--- src/hw/rtl/pdbmd_pkg.sv ---
// ----------------------------------------------------------------------------
// pdbmd_pkg
// shared types and constants of the balance-loop pd motor drive
// ----------------------------------------------------------------------------
package pdbmd_pkg;

    // shared multiplier operand and product widths
    localparam int MUL_A_W = 33;
    localparam int MUL_B_W = 18;
    localparam int MUL_P_W = MUL_A_W + MUL_B_W;

    // configuration write channel
    localparam int CFG_IDX_W  = 3;
    localparam int CFG_DATA_W = 16;

    typedef enum logic [CFG_IDX_W-1:0] {
        REG_KP_GAIN      = 3'd0,
        REG_KD_GAIN      = 3'd1,
        REG_FILTER_ALPHA = 3'd2,
        REG_OUTPUT_LIMIT = 3'd3,
        REG_DEAD_ZONE    = 3'd4
    } pdbmd_reg_idx_t;

    typedef enum logic [1:0] {
        DIR_STOP     = 2'd0,
        DIR_FORWARD  = 2'd1,
        DIR_BACKWARD = 2'd2
    } pdbmd_dir_t;

    localparam logic [3:0] PINS_FORWARD  = 4'b0110;
    localparam logic [3:0] PINS_BACKWARD = 4'b1001;
    localparam logic [3:0] PINS_STOP     = 4'b0000;

    localparam logic signed [15:0] HALF_Q88     = 16'sd128;
    localparam logic signed [17:0] ONE_Q016     = 18'sd65536;
    localparam logic [14:0]        LIMIT_RESET  = 15'd25600;

    typedef struct packed {
        logic signed [15:0] kp_gain;
        logic signed [15:0] kd_gain;
        logic [15:0]        filter_alpha;
        logic [14:0]        output_limit;
        logic [14:0]        dead_zone;
    } pdbmd_cfg_t;

endpackage

--- src/hw/rtl/pdbmd_mul.sv ---
// ----------------------------------------------------------------------------
// pdbmd_mul
// shared signed multiplier with registered product
// ----------------------------------------------------------------------------
module pdbmd_mul (
    input  logic                                 clk,
    input  logic signed [pdbmd_pkg::MUL_A_W-1:0] op_a,
    input  logic signed [pdbmd_pkg::MUL_B_W-1:0] op_b,
    output logic signed [pdbmd_pkg::MUL_P_W-1:0] product
);
    import pdbmd_pkg::*;

    logic signed [MUL_P_W-1:0] product_reg;

    always_ff @(posedge clk)
    begin
        product_reg <= MUL_P_W'(op_a * op_b);
    end

    assign product = product_reg;

endmodule

--- config.mk ---
export PLATFORM = sky130hd
export DESIGN_NAME = pdbmd_mul
export DESIGN_NICKNAME = d
export VERILOG_FILES = /design/src/hw/rtl/pdbmd_pkg.sv /design/src/hw/rtl/pdbmd_mul.sv
export SDC_FILE = /design/constraint.sdc
export NUM_CORES = 2
export LEC_CHECK = 0
export BUFFER_PORTS_ARGS = -buffer_cell sky130_fd_sc_hd__buf_2
export CAP_MARGIN = 20
export CELL_PAD_IN_SITES_DETAIL_PLACEMENT = 2
export CELL_PAD_IN_SITES_GLOBAL_PLACEMENT = 2
export CORE_ASPECT_RATIO = 1.75
export CORE_MARGIN = 3
export CORE_UTILIZATION = 42
export CTS_BUF_LIST = sky130_fd_sc_hd__clkbuf_4 sky130_fd_sc_hd__clkbuf_8 sky130_fd_sc_hd__clkbuf_16
export DETAILED_ROUTE_END_ITERATION = 10
export PLACE_DENSITY_LB_ADDON = 0.1
export SLEW_MARGIN = 30
export SYNTH_ARGS = -nofsm -noshare
export SYNTH_HDL_FRONTEND = slang
export SYNTH_SLANG_ARGS = --single-unit
export TNS_END_PERCENT = 5
--- constraint.sdc ---
create_clock -name clk -period 8.01 [get_ports clk]
set_input_delay 0.801 -clock clk [delete_from_list [all_inputs] [get_ports clk]]
set_output_delay 0.801 -clock clk [all_outputs]
set_load 0.01 [all_outputs]
# Word level (Yosys, flattened, before mapping)
# Cells that the tools add are included.
dict set report op_classes {
  n_mul 1
}
# operator count
set op_table {}
lappend op_table {{$mul 33x18->51} 1}
dict set report totals {
  register_bits 51
  out_inout_bits 51
  word_cells 2
}

# Logic depth before layout (Yosys ltp)
dict set report depth {
  depth_word 1
  ltp_mapped 26
  mapped_depth_nobuf 24
}

# Least setup slack after synthesis
# OpenSTA, ideal clock, no wires.
dict set report synth_timing {
  path_kind {in2reg}
  startpoint {input op_a[23] (netlist bit)}
  endpoint {register product_reg[45] (netlist: product[45])}
  setup_ns 0.072
  arrival_ns 6.525
  required_time_ns 7.938
  setup_slack_ns 1.413
  cell_stages 24
  path_buffers 3
  path_cell_list {clkbuf_1 > clkbuf_1 > nand2_1 > fa_1 > fa_1 > fa_1 > inv_1 > fa_1 > fa_1 > inv_1 > fa_1 > inv_1 > ha_1 > clkbuf_2 > a21oi_1 > o2111ai_1 > a221oi_1 > nor2b_1 > a31oi_4 > o31ai_2 > a311oi_4 > o221ai_2 > a21oi_2 > xnor2_1}
}
dict set report synth_via {
  elab_chain_len 1
}
# element line
set synth_rtl {}
lappend synth_rtl {{start, declared} pdbmd_mul.sv:7} ;# input logic signed [pdbmd_pkg::MUL_A_W-1:0] op_a,
lappend synth_rtl {{$mul 33x18->51} pdbmd_mul.sv:17} ;# product_reg <= MUL_P_W'(op_a * op_b);
lappend synth_rtl {{end signal, assigned} pdbmd_mul.sv:17}
lappend synth_rtl {{end, declared} pdbmd_mul.sv:13} ;# logic signed [MUL_P_W-1:0] product_reg;
# Every way passes these cells.

# Worst setup path in the final report
dict set report layout_timing {
  startpoint {input op_b[8] (netlist bit)}
  endpoint {register product_reg[50] (netlist: product[50])}
}
dict set report layout_via {
  elab_chain_len 1
}
# element line
set layout_rtl {}
lappend layout_rtl {{start, declared} pdbmd_mul.sv:8} ;# input logic signed [pdbmd_pkg::MUL_B_W-1:0] op_b,
lappend layout_rtl {{$mul 33x18->51} pdbmd_mul.sv:17}
# Every way passes these cells.

==> qor.txt <==
Avg WL per Cell: 24.21 microns
crit path max-delay cell type: buf_2
Final setup viols: 0
IO Port Bufs: 102
die span in y: 303.7 microns
root buffer cell: clkbuf_16
Starting DRT DRC Count: 473
first-pass GRT wire length: 114000 microns
IO Count: 103
number of synthesized flops with an enable pin: 0
DP HPWL: 62080 microns
crit path kind: in -> reg
CP delay by family, top: adder cells
unrepaired setup endpoints after global routing: no
Netlist Area Pre-Place: 0.02127 sq mm
CTS tree: done
WL final: 72960 microns
sequential-to-total area share from yosys stat: 4.801%
asr flop ratio synth: 0%
Setup TNS: 0 ps
Max Cap Violations: 0
slowest cell delay on critical path: 640 ps
Worst Path Max Fanout: 33
status: finished clean
final hold violation count: 0
Final Cycle Share: 96.53%
htree depth: 2
Clock Pin Slew Worst Setup and Hold Paths: 90 ps
CTS Buf Count: 5
critical path capture point type: flip-flop
CP required: 8230 ps
Avg Vias per Cell: 5.221
Hold Path Class: in -> reg
warnings from Yosys: 0
minimum clock period: 7732 ps
CP bufs+invs: 5
clock buffer depth: 2
antenna-violating nets left: 0
max-slew violation count: 0
core box area: 0.04986 sq mm
share of cells above drive strength 1: 6.247%
row count: 108
clk sinks: 51
Final #Nets: 3097
hold path start: op_a[0]
vias in the first global route: 19760
fmax: 129.3 MHz
Mapped Cells: 2328
# DRC: 0
worst hold path depth: 2
GRT Residual Overflow: 0
crit-path cells: buf_2 -> and2_1 -> fa_1 -> inv_1 -> fa_1 -> fa_1 -> inv_1 -> fa_1 -> fa_1 -> inv_1 -> fa_1 -> inv_1 -> ha_1 -> nand4_1 -> or3_1 -> nor3_1 -> o311ai_1 -> or3b_4 -> o21ai_2 -> o211ai_1 -> a21o_1 -> a21oi_2 -> xnor2_1
largest net degree at the start of global routing: 34
antenna violations before repair: 3
Startpoint Class: primary input
die area: 0.05348 sq mm
Yosys reg bits: 51
iteration count of the initial detailed-routing pass: 4
postcts setup bufs: 0
Mean Syn Cell Area: 9.136 sq um
Layout area overhead: 5.936%
Worst Tran Pin Value: 914.1 ps
syn_nets: 3072
GRT Util Overall: 28.42%
Hold EP: product[0]$_DFF_P_
initial cell density of the core: 42.65%
WP data arrival: 7960 ps
Netlist cell types: 58
RePlAce Congestion: 0.8533
routed via count: 15740
ys flop type: dfxtp_1
Max-slew headroom: 39.06%
leading cell type in the layout, fill and taps excluded: inv_1
most frequent cells in the layout: inv_1, fa_1, nand2_1, and2_1, ha_1
CP most frequent cell: fa_1
Die X: 176.1 microns
max reg flops: 51
-- kinds of logic (layout without fill, tap and decap cells) --
kind of cell               after synthesis  after routing  share of synthesized area, %
xor gates and xnor gates                54             54                         2.224
and+or+nand+nor                        680            680                         15.21
AOI/OAI and AO/OA                      129            129                         4.183
buffers and inverters                  722            747                         12.78
DFF                                     51             51                         4.801
other                                    0              1                             0
adders and majority gates              692            692                         60.80
-- timing repair --
action,CTS,global route
gates resized for setup,0,4
setup endpoints to repair,0,4
hold buffers,0,0
-- cell usage after synthesis, drive strengths merged (2+ instances only) --
cell type,n,area share [%]
a211o,2,0.088
a21boi,4,0.16
a21o,11,0.39
a21oi,45,1.2
a31o,2,0.082
a31oi,5,0.22
and2,231,6.8
and3,3,0.088
and4,2,0.082
buf,2,0.071
clkbuf,102,1.8
dfxtp,51,4.8
fa,569,54
ha,123,7.2
inv,618,11
nand2,358,6.3
nand2b,7,0.21
nand3,6,0.14
nand4,3,0.088
nor2,48,0.85
nor2b,6,0.18
nor3,8,0.19
o211ai,5,0.18
o21a,9,0.32
o21ai,26,0.63
o21bai,5,0.19
o311ai,2,0.082
o31ai,2,0.094
or2b,2,0.077
or3,3,0.088
xnor2,43,1.8
xor2,11,0.45
-- layout make-up --
cell class              instances  area (sq um)
diodes                          1         2.502
clock buffers                   5         125.1
clock inverters                 2         37.54
fillers                      5490         27330
inverters                     618          2320
multi-input cells            1555         17530
flip-flops and latches         51          1021
well taps                     660         825.8
repair buffers                122         670.6
-- how the worst max path moves through the flow --
| stage | from | to | slack, ps | depth (start not counted) |
|---|---|---|---|---|
| 2_1_floorplan | op_a[23] | product[45]$_DFF_P_ | 1410 | 24 |
| 3_3_place_gp | op_b[3] | product[44]$_DFF_P_ | -120 | 22 |
| 3_5_place_dp | op_b[1] | product[50]$_DFF_P_ | -240 | 23 |
| 4_1_cts | op_b[3] | product[50]$_DFF_P_ | 100 | 22 |
| 5_1_grt | op_b[2] | product[50]$_DFF_P_ | 4 | 23 |
| 6_report | op_b[8] | product[50]$_DFF_P_ | 280 | 23 |
-- per-stage QoR --
step	util (%)	setup slack [ps]	instances	instance area, sq um	hold WS, ps
5_1_grt	45.18	3.834	3013	22530	974.3
3_5_place_dp	44.83	-237.3	3006	22360	1198
3_3_place_gp	44.83	-120.4	3006	22360	1196
2_1_floorplan	-	1413	2328	21270	922.7
6_report	45.18	277.9	3014	22530	951.5
4_1_cts	45.16	104.3	3013	22520	950.2
-- layer usage --
metal | up-vias | part of all wire, % | GRT usage, %
met3 | 196 | 1.9 | 1.999
met5 | - | 0.018 | 0
met2 | 327 | 59 | 56.57
li1 | 6653 | - | -
met4 | 2 | 7.5 | 17.64
met1 | 8557 | 32 | 27.41
Power is not shown: default switching activity piles up to over one toggle a cycle in this logic, so the estimate is an artifact.
