<file path="src/hw/rtl/pdbmd_pkg.sv">
// ----------------------------------------------------------------------------
// pdbmd_pkg
// shared types and constants of the balance-loop pd motor drive
// ----------------------------------------------------------------------------
package pdbmd_pkg;

    // shared multiplier operand and product widths
    localparam int MUL_A_W = 33;
    localparam int MUL_B_W = 18;
    localparam int MUL_P_W = MUL_A_W + MUL_B_W;

    // configuration write channel
    localparam int CFG_IDX_W  = 3;
    localparam int CFG_DATA_W = 16;

    typedef enum logic [CFG_IDX_W-1:0] {
        REG_KP_GAIN      = 3'd0,
        REG_KD_GAIN      = 3'd1,
        REG_FILTER_ALPHA = 3'd2,
        REG_OUTPUT_LIMIT = 3'd3,
        REG_DEAD_ZONE    = 3'd4
    } pdbmd_reg_idx_t;

    typedef enum logic [1:0] {
        DIR_STOP     = 2'd0,
        DIR_FORWARD  = 2'd1,
        DIR_BACKWARD = 2'd2
    } pdbmd_dir_t;

    localparam logic [3:0] PINS_FORWARD  = 4'b0110;
    localparam logic [3:0] PINS_BACKWARD = 4'b1001;
    localparam logic [3:0] PINS_STOP     = 4'b0000;

    localparam logic signed [15:0] HALF_Q88     = 16'sd128;
    localparam logic signed [17:0] ONE_Q016     = 18'sd65536;
    localparam logic [14:0]        LIMIT_RESET  = 15'd25600;

    typedef struct packed {
        logic signed [15:0] kp_gain;
        logic signed [15:0] kd_gain;
        logic [15:0]        filter_alpha;
        logic [14:0]        output_limit;
        logic [14:0]        dead_zone;
    } pdbmd_cfg_t;

endpackage

</file>
<file path="src/hw/rtl/pdbmd_cfg_if.sv">
// ----------------------------------------------------------------------------
// pdbmd_cfg_if
// register write channel: index and data
// ----------------------------------------------------------------------------
interface pdbmd_cfg_if;
    logic        valid;
    logic        ready;
    logic [2:0]  index;
    logic [15:0] data;

    modport source (output valid, output index, output data, input ready);
    modport sink   (input valid, input index, input data, output ready);
endinterface

</file>
<file path="src/hw/rtl/pdbmd_cfg.sv">
// ----------------------------------------------------------------------------
// pdbmd_cfg
// configuration register file, unknown indexes are dropped
// ----------------------------------------------------------------------------
module pdbmd_cfg (
    input  logic                  clk,
    input  logic                  rst_n,
    pdbmd_cfg_if.sink             cfg,
    output pdbmd_pkg::pdbmd_cfg_t regs
);
    import pdbmd_pkg::*;

    pdbmd_cfg_t regs_reg;
    pdbmd_cfg_t regs_next;

    assign cfg.ready = 1'b1;
    assign regs      = regs_reg;

    always_comb
    begin
        regs_next = regs_reg;
        if (cfg.valid)
        begin
            unique case (pdbmd_reg_idx_t'(cfg.index))
                REG_KP_GAIN:      regs_next.kp_gain      = cfg.data;
                REG_KD_GAIN:      regs_next.kd_gain      = cfg.data;
                REG_FILTER_ALPHA: regs_next.filter_alpha = cfg.data;
                REG_OUTPUT_LIMIT: regs_next.output_limit = cfg.data[14:0];
                REG_DEAD_ZONE:    regs_next.dead_zone    = cfg.data[14:0];
                default:          regs_next = regs_reg;
            endcase
        end
    end

    always_ff @(posedge clk or negedge rst_n)
    begin
        if (!rst_n)
        begin
            regs_reg.kp_gain      <= '0;
            regs_reg.kd_gain      <= '0;
            regs_reg.filter_alpha <= '0;
            regs_reg.output_limit <= LIMIT_RESET;
            regs_reg.dead_zone    <= '0;
        end
        else
        begin
            regs_reg <= regs_next;
        end
    end

endmodule
</file>
<file path="src/flat_wrapper.sv">
// flat-port wrapper written by rule: the top's interface ports become plain ports
module pdbmd_cfg_flat import pdbmd_pkg::*;
  (clk, rst_n, regs, cfg_valid, cfg_index, cfg_data, cfg_ready);
  pdbmd_cfg_if cfg_i ();
  input  logic clk;
  input  logic rst_n;
  output pdbmd_pkg::pdbmd_cfg_t regs;
  input wire logic [$bits(cfg_i.valid)-1:0] cfg_valid;
  input wire logic [$bits(cfg_i.index)-1:0] cfg_index;
  input wire logic [$bits(cfg_i.data)-1:0] cfg_data;
  output wire logic [$bits(cfg_i.ready)-1:0] cfg_ready;
  assign cfg_i.valid = cfg_valid;
  assign cfg_i.index = cfg_index;
  assign cfg_i.data = cfg_data;
  assign cfg_ready = cfg_i.ready;
  pdbmd_cfg u_core (.clk(clk), .rst_n(rst_n), .cfg(cfg_i), .regs(regs));
endmodule
</file>
<file path="config.mk">
export PLATFORM = sky130hd
export DESIGN_NAME = pdbmd_cfg_flat
export DESIGN_NICKNAME = d
export VERILOG_FILES = /design/src/hw/rtl/pdbmd_pkg.sv /design/src/hw/rtl/pdbmd_cfg_if.sv /design/src/hw/rtl/pdbmd_cfg.sv /design/src/flat_wrapper.sv
export SDC_FILE = /design/constraint.sdc
export NUM_CORES = 1
export LEC_CHECK = 0
export BUFFER_PORTS_ARGS = -buffer_cell sky130_fd_sc_hd__buf_4
export CAP_MARGIN = 0
export CORE_MARGIN = 1
export CORE_UTILIZATION = 27
export CTS_CLUSTER_DIAMETER = 200
export DETAILED_ROUTE_END_ITERATION = 6
export HOLD_SLACK_MARGIN = 0.12
export PLACE_DENSITY_LB_ADDON = 0.08
export SYNTH_ARGS = -nofsm -noshare
export SYNTH_HDL_FRONTEND = slang
export SYNTH_SLANG_ARGS = --single-unit
</file>
<file path="constraint.sdc">
create_clock -name clk -period 1.2 [get_ports clk]
set_clock_uncertainty 0.2 [all_clocks]
set_input_delay 0 -clock clk [delete_from_list [all_inputs] [get_ports clk]]
set_output_delay 0 -clock clk [all_outputs]
set_load 0.01 [all_outputs]
</file>
### After elaboration in Yosys (flattened, before gate mapping)

Index checks and enable logic that the tools add are counted.

* equality and inequality tests: 4
* reductions and logical operators: 6

Operators with widths (number)
* AND reduction 2 bit: 5
* == test 3 x 2 -> 1 bit, second input constant: 2
* == test 3 x 1 -> 1 bit, second input constant: 1
* == test 3 bit, second input constant: 1
* logical NOT 3 bit: 1

* input port bits: 22
* bits in registers: 78
* logic and storage cells: 15
* output and inout bits: 79

### Logic depth before layout (Yosys ltp)

* word-level depth: 2
* mapped depth: 4
* mapped depth without buffers: 2

### Worst setup path after synthesis

OpenSTA, ideal clock, no wires.

* kind: input -> register
* start point: input cfg_index[0]
* end point: register u_core.regs_reg (netlist bit u_core.regs[67])
* required time: 0.875 ns
* stages on the path: 3
* path buffers: 1
* data arrival time: 0.960 ns
* setup time: 0.125 ns
* path slack: -0.085 ns
* cell sequence: nor4b_4 > buf_6 > mux2_2

* word-level cells in the longest chain between the ends: 2

Ends and longest elaborated chain
* start, declared: line flat_wrapper.sv:9 `input wire logic [$bits(cfg_i.index)-1:0] cfg_index;`
* logical NOT 3 bit: line pdbmd_cfg.sv:24 `unique case (pdbmd_reg_idx_t'(cfg.index))`
* AND reduction 2 bit (no line)
* end signal, assigned: line pdbmd_cfg.sv:47 `regs_reg <= regs_next;`
* end, declared: line pdbmd_cfg.sv:13 `pdbmd_cfg_t regs_reg;`

Every way passes these cells.
A chain may end at the register's enable or synchronous reset.

### Worst setup path in the final report

* start point: register u_core.regs_reg (netlist bit u_core.regs[25])
* end point: output regs[25] (netlist bit)

RTL lines
* end, declared: line flat_wrapper.sv:7 `output pdbmd_pkg::pdbmd_cfg_t regs;`

No word-level cell between the ends.

==> metrics.md <==
| Metric | Value |
|---|---|
| P_leak | `a little over 2 nW` |
| Arr. time, crit path | `slightly below 1 ns` |
| Die Span Y | `about 110 µm` |
| Clk slew on worst S/H paths | `~0.080 ns` |
| Row cnt | `38` |
| FILL cells | `1022` |
| Buffers on Ports | `99` |
| RSZ-0062 raised after global routing | `yes` |
| Share of cells above drive strength 1 | `68.9%` |
| R2R Path End | `u_core.regs[0]$_DFFE_PN0P_` |
| Family with the most delay on the worst path | `flip-flops` |
| Yosys reg bits | `just under 80` |
| Synth Area in Adders | `0%` |
| DRT antenna net count | `0` |
| YS warnings | `0` |
| Fin crit period | `approximately 1.2 ns` |
| Post-CTS setup buffer count | `0` |
| Worst EP required | `1.00 ns` |
| Worst-skew pair later-pin latency | `~0.34 ns` |
| Number of flip-flops in the largest register | `approximately 80` |
| Slowest cell delay on critical path | `between 0.5 and 0.6 ns` |
| Post-synthesis mux area share | `29.5%` |
| Pins Over Slew Limit | `0` |
| Simple-Gate Fraction of Synth Area | `under 10%` |
| Worst Path Buf+Inv | `1` |
| # clock sinks | `between 70 and 80` |
| Clk Tree Root Cell | `clkbuf_8` |
| Total routed wirelength | `7250 µm` |
| Number of global-route vias before repair | `2079` |
| RR Startpoint | `u_core.regs[0]$_DFFE_PN0P_` |
| Seq/Total Area, Yosys | `about two thirds` |
| Sw frac | `about a quarter` |
| Via density | `4.34` |
| Outcome | `finished, violations left` |
| Layout Nets | `around 330` |
| Seq. cell area | `just under 2000 µm²` |
| Total GRT Usage | `13.3%` |
| DRC viols | `0` |
| N_diodes | `0` |
| Worst Setup Start Kind | `flop` |
| Chip width | `approximately 110 µm` |
| Area grow syn2layout | `46.8%` |
| Top-Level Pins | `101` |
| Initial core utilization | `27.8%` |
| Setup CP Type | `flop to output port` |
| Hold WS | `-0.0985 ns` |
| Mapped Cells | `between 150 and 200` |
| Die area | `roughly 12000 µm²` |
| Syn Area/Cell | `17.6 µm²` |
| Worst Slack Setup Final | `approximately 0.012 ns` |
| Critical Path Fanout Max | `2` |
| Vias | `just under 2k` |
| Placer Congestion | `between 0.6 and 0.7` |
| Int Power | `5.87 mW` |
| Largest net degree at the start of global routing | `32` |
| Hold buffers post-CTS | `17` |
| Post-detail-place hpwl | `between 4000 and 5000 µm` |
| Logic gate share of total power | `approximately a quarter` |
| Setup violators final | `0` |
| Fin crit share | `99.0%` |
| Distinct cells, synth | `13` |
| CTS max path bufs | `2` |
| Cell Count, Final, Fillers Out | `approximately 450` |
| Slowest cell on crit path | `dfstp_2` |
| Upper clock frequency limit | `0.842 GHz` |
| GR Overflow Total | `0` |
| Final Power | `7.96 mW` |
| Hold Crit Class | `input pin to asynchronous set/reset pin` |
| FF-to-FF setup slack | `0.22 ns` |
| Net Sw Power | `around 2.1 mW` |
| Most frequent cells in the layout | `107 x buf_4, 75 x mux2_2, 75 x dfrtp_1` |
| Crit end category | `output port` |
| First-pass GRT wire length | `about 11000 µm` |
| DRT Pass-1 Iters | `4` |
| Max rail drop VDD | `about 820 µV` |
| Failing checks | `hold timing` |
| Reg2reg path depth | `1` |
| Layout Utilization | `between 40% and 50%` |
| Mapped Nets | `193` |
| Sequential share of power | `around 45%` |
| Commonest non-fill, non-tap cell in the layout | `buf_4` |
| Compound-Gate Fraction of Synth Area | `0%` |
| CTS Buf Count | `9` |
| Largest family of logic cells by synthesized area | `multiplexers` |
| CTS tree | `built` |
| H-tree levels | `3` |
| Synth Area in XOR/XNOR | `0%` |
| DR iter-0 viols | `18` |
| Final hold viol count | `20` |
| Area of the multi-input gates | `about 970 µm²` |
| Routed wire per std cell | `between 15 and 20 µm` |
| Initial antenna violation count | `0` |
| Crit path cell chain | `buf_6` |
| Place WS | `-0.166 ns` |
| Max_cap viols | `0` |
| Clock share of power | `29.4%` |
| Post-Syn Area | `between 3000 and 4000 µm²` |
| Placed insts | `between 400 and 500` |
| Power Density | `between 1500 and 2000 nW/µm²` |
| Core Region | `10800 µm²` |
area by class of cell:
type | instances | area share [%]
Sequential cell | 78 | 44.2
Timing Repair Buffer | 131 | 24.6
Multi-Input combinational cell | 84 | 21.9
Tap cell | 140 | 3.96
Clock buffer | 10 | 2.88
Clock inverter | 6 | 2.49
metal layers:
metal / wire length, µm / part of all wire (%) / global-route usage (%)
met5: 0 / 0 / 0
met2: 3160 / 44 / 20.1
met4: 97 / 1.3 / 4.70
met1: 3470 / 48 / 17.4
met3: 528 / 7.3 / 4.90
power by group through the flow:
stage	Clock, mW	Combinational [mW]	Sequential (mW)
floorplan	0	0.574	3.83
global placement	0	2.04	3.59
detailed placement	0	2.06	3.59
CTS	2.44	2.11	3.55
global route	2.55	2.24	3.63
finish	2.34	2.08	3.54
kinds of logic (layout without fill, tap and decap cells):
logic type | after synthesis | in the layout
buf+inv | 9 | 147
flops | 78 | 78
mux | 78 | 78
other cells | 1 | 1
simple gates | 5 | 5
Yosys cell counts, drive strengths merged:
cell type / n / area (µm²)
conb: 1 / 3.75
mux2: 78 / 890
dfstp: 3 / 78.8
dfrtp: 75 / 1880
and4bb: 3 / 37.5
nand4b: 1 / 15.0
buf: 9 / 88.8
nor4b: 1 / 23.8
per-stage QoR:
| stage | area (µm²) | setup TNS [ns] |
|---|---|---|
| after floorplan | 3010 | -0.845 |
| after global placement | 4010 | -7.22 |
| after detailed placement | 4010 | -7.66 |
| after CTS | 4430 | -0.0350 |
| after global routing | 4430 | -0.0900 |
| final | 4430 | 0 |
worst max path at each step:
stage	startpoint	end	slack, ns	cells past startpoint
finish	u_core.regs[25]$_DFFE_PN1P_	regs[25]	0.01	1
global placement	cfg_index[1]	u_core.regs[9]$_DFFE_PN0P_	-0.15	4
floorplan	cfg_index[0]	u_core.regs[67]$_DFFE_PN0P_	-0.08	3
detailed placement	cfg_index[0]	u_core.regs[67]$_DFFE_PN0P_	-0.17	4
CTS	u_core.regs[29]$_DFFE_PN1P_	regs[29]	-0.02	1
global route	u_core.regs[25]$_DFFE_PN1P_	regs[25]	-0.04	1
timing repair:
action / in CTS / in global routing
setup endpoints to repair: 3 / 3
gates resized for setup: 3 / 0
hold endpoints to repair: 156 / 51
(Power assumes the default switching activity.)
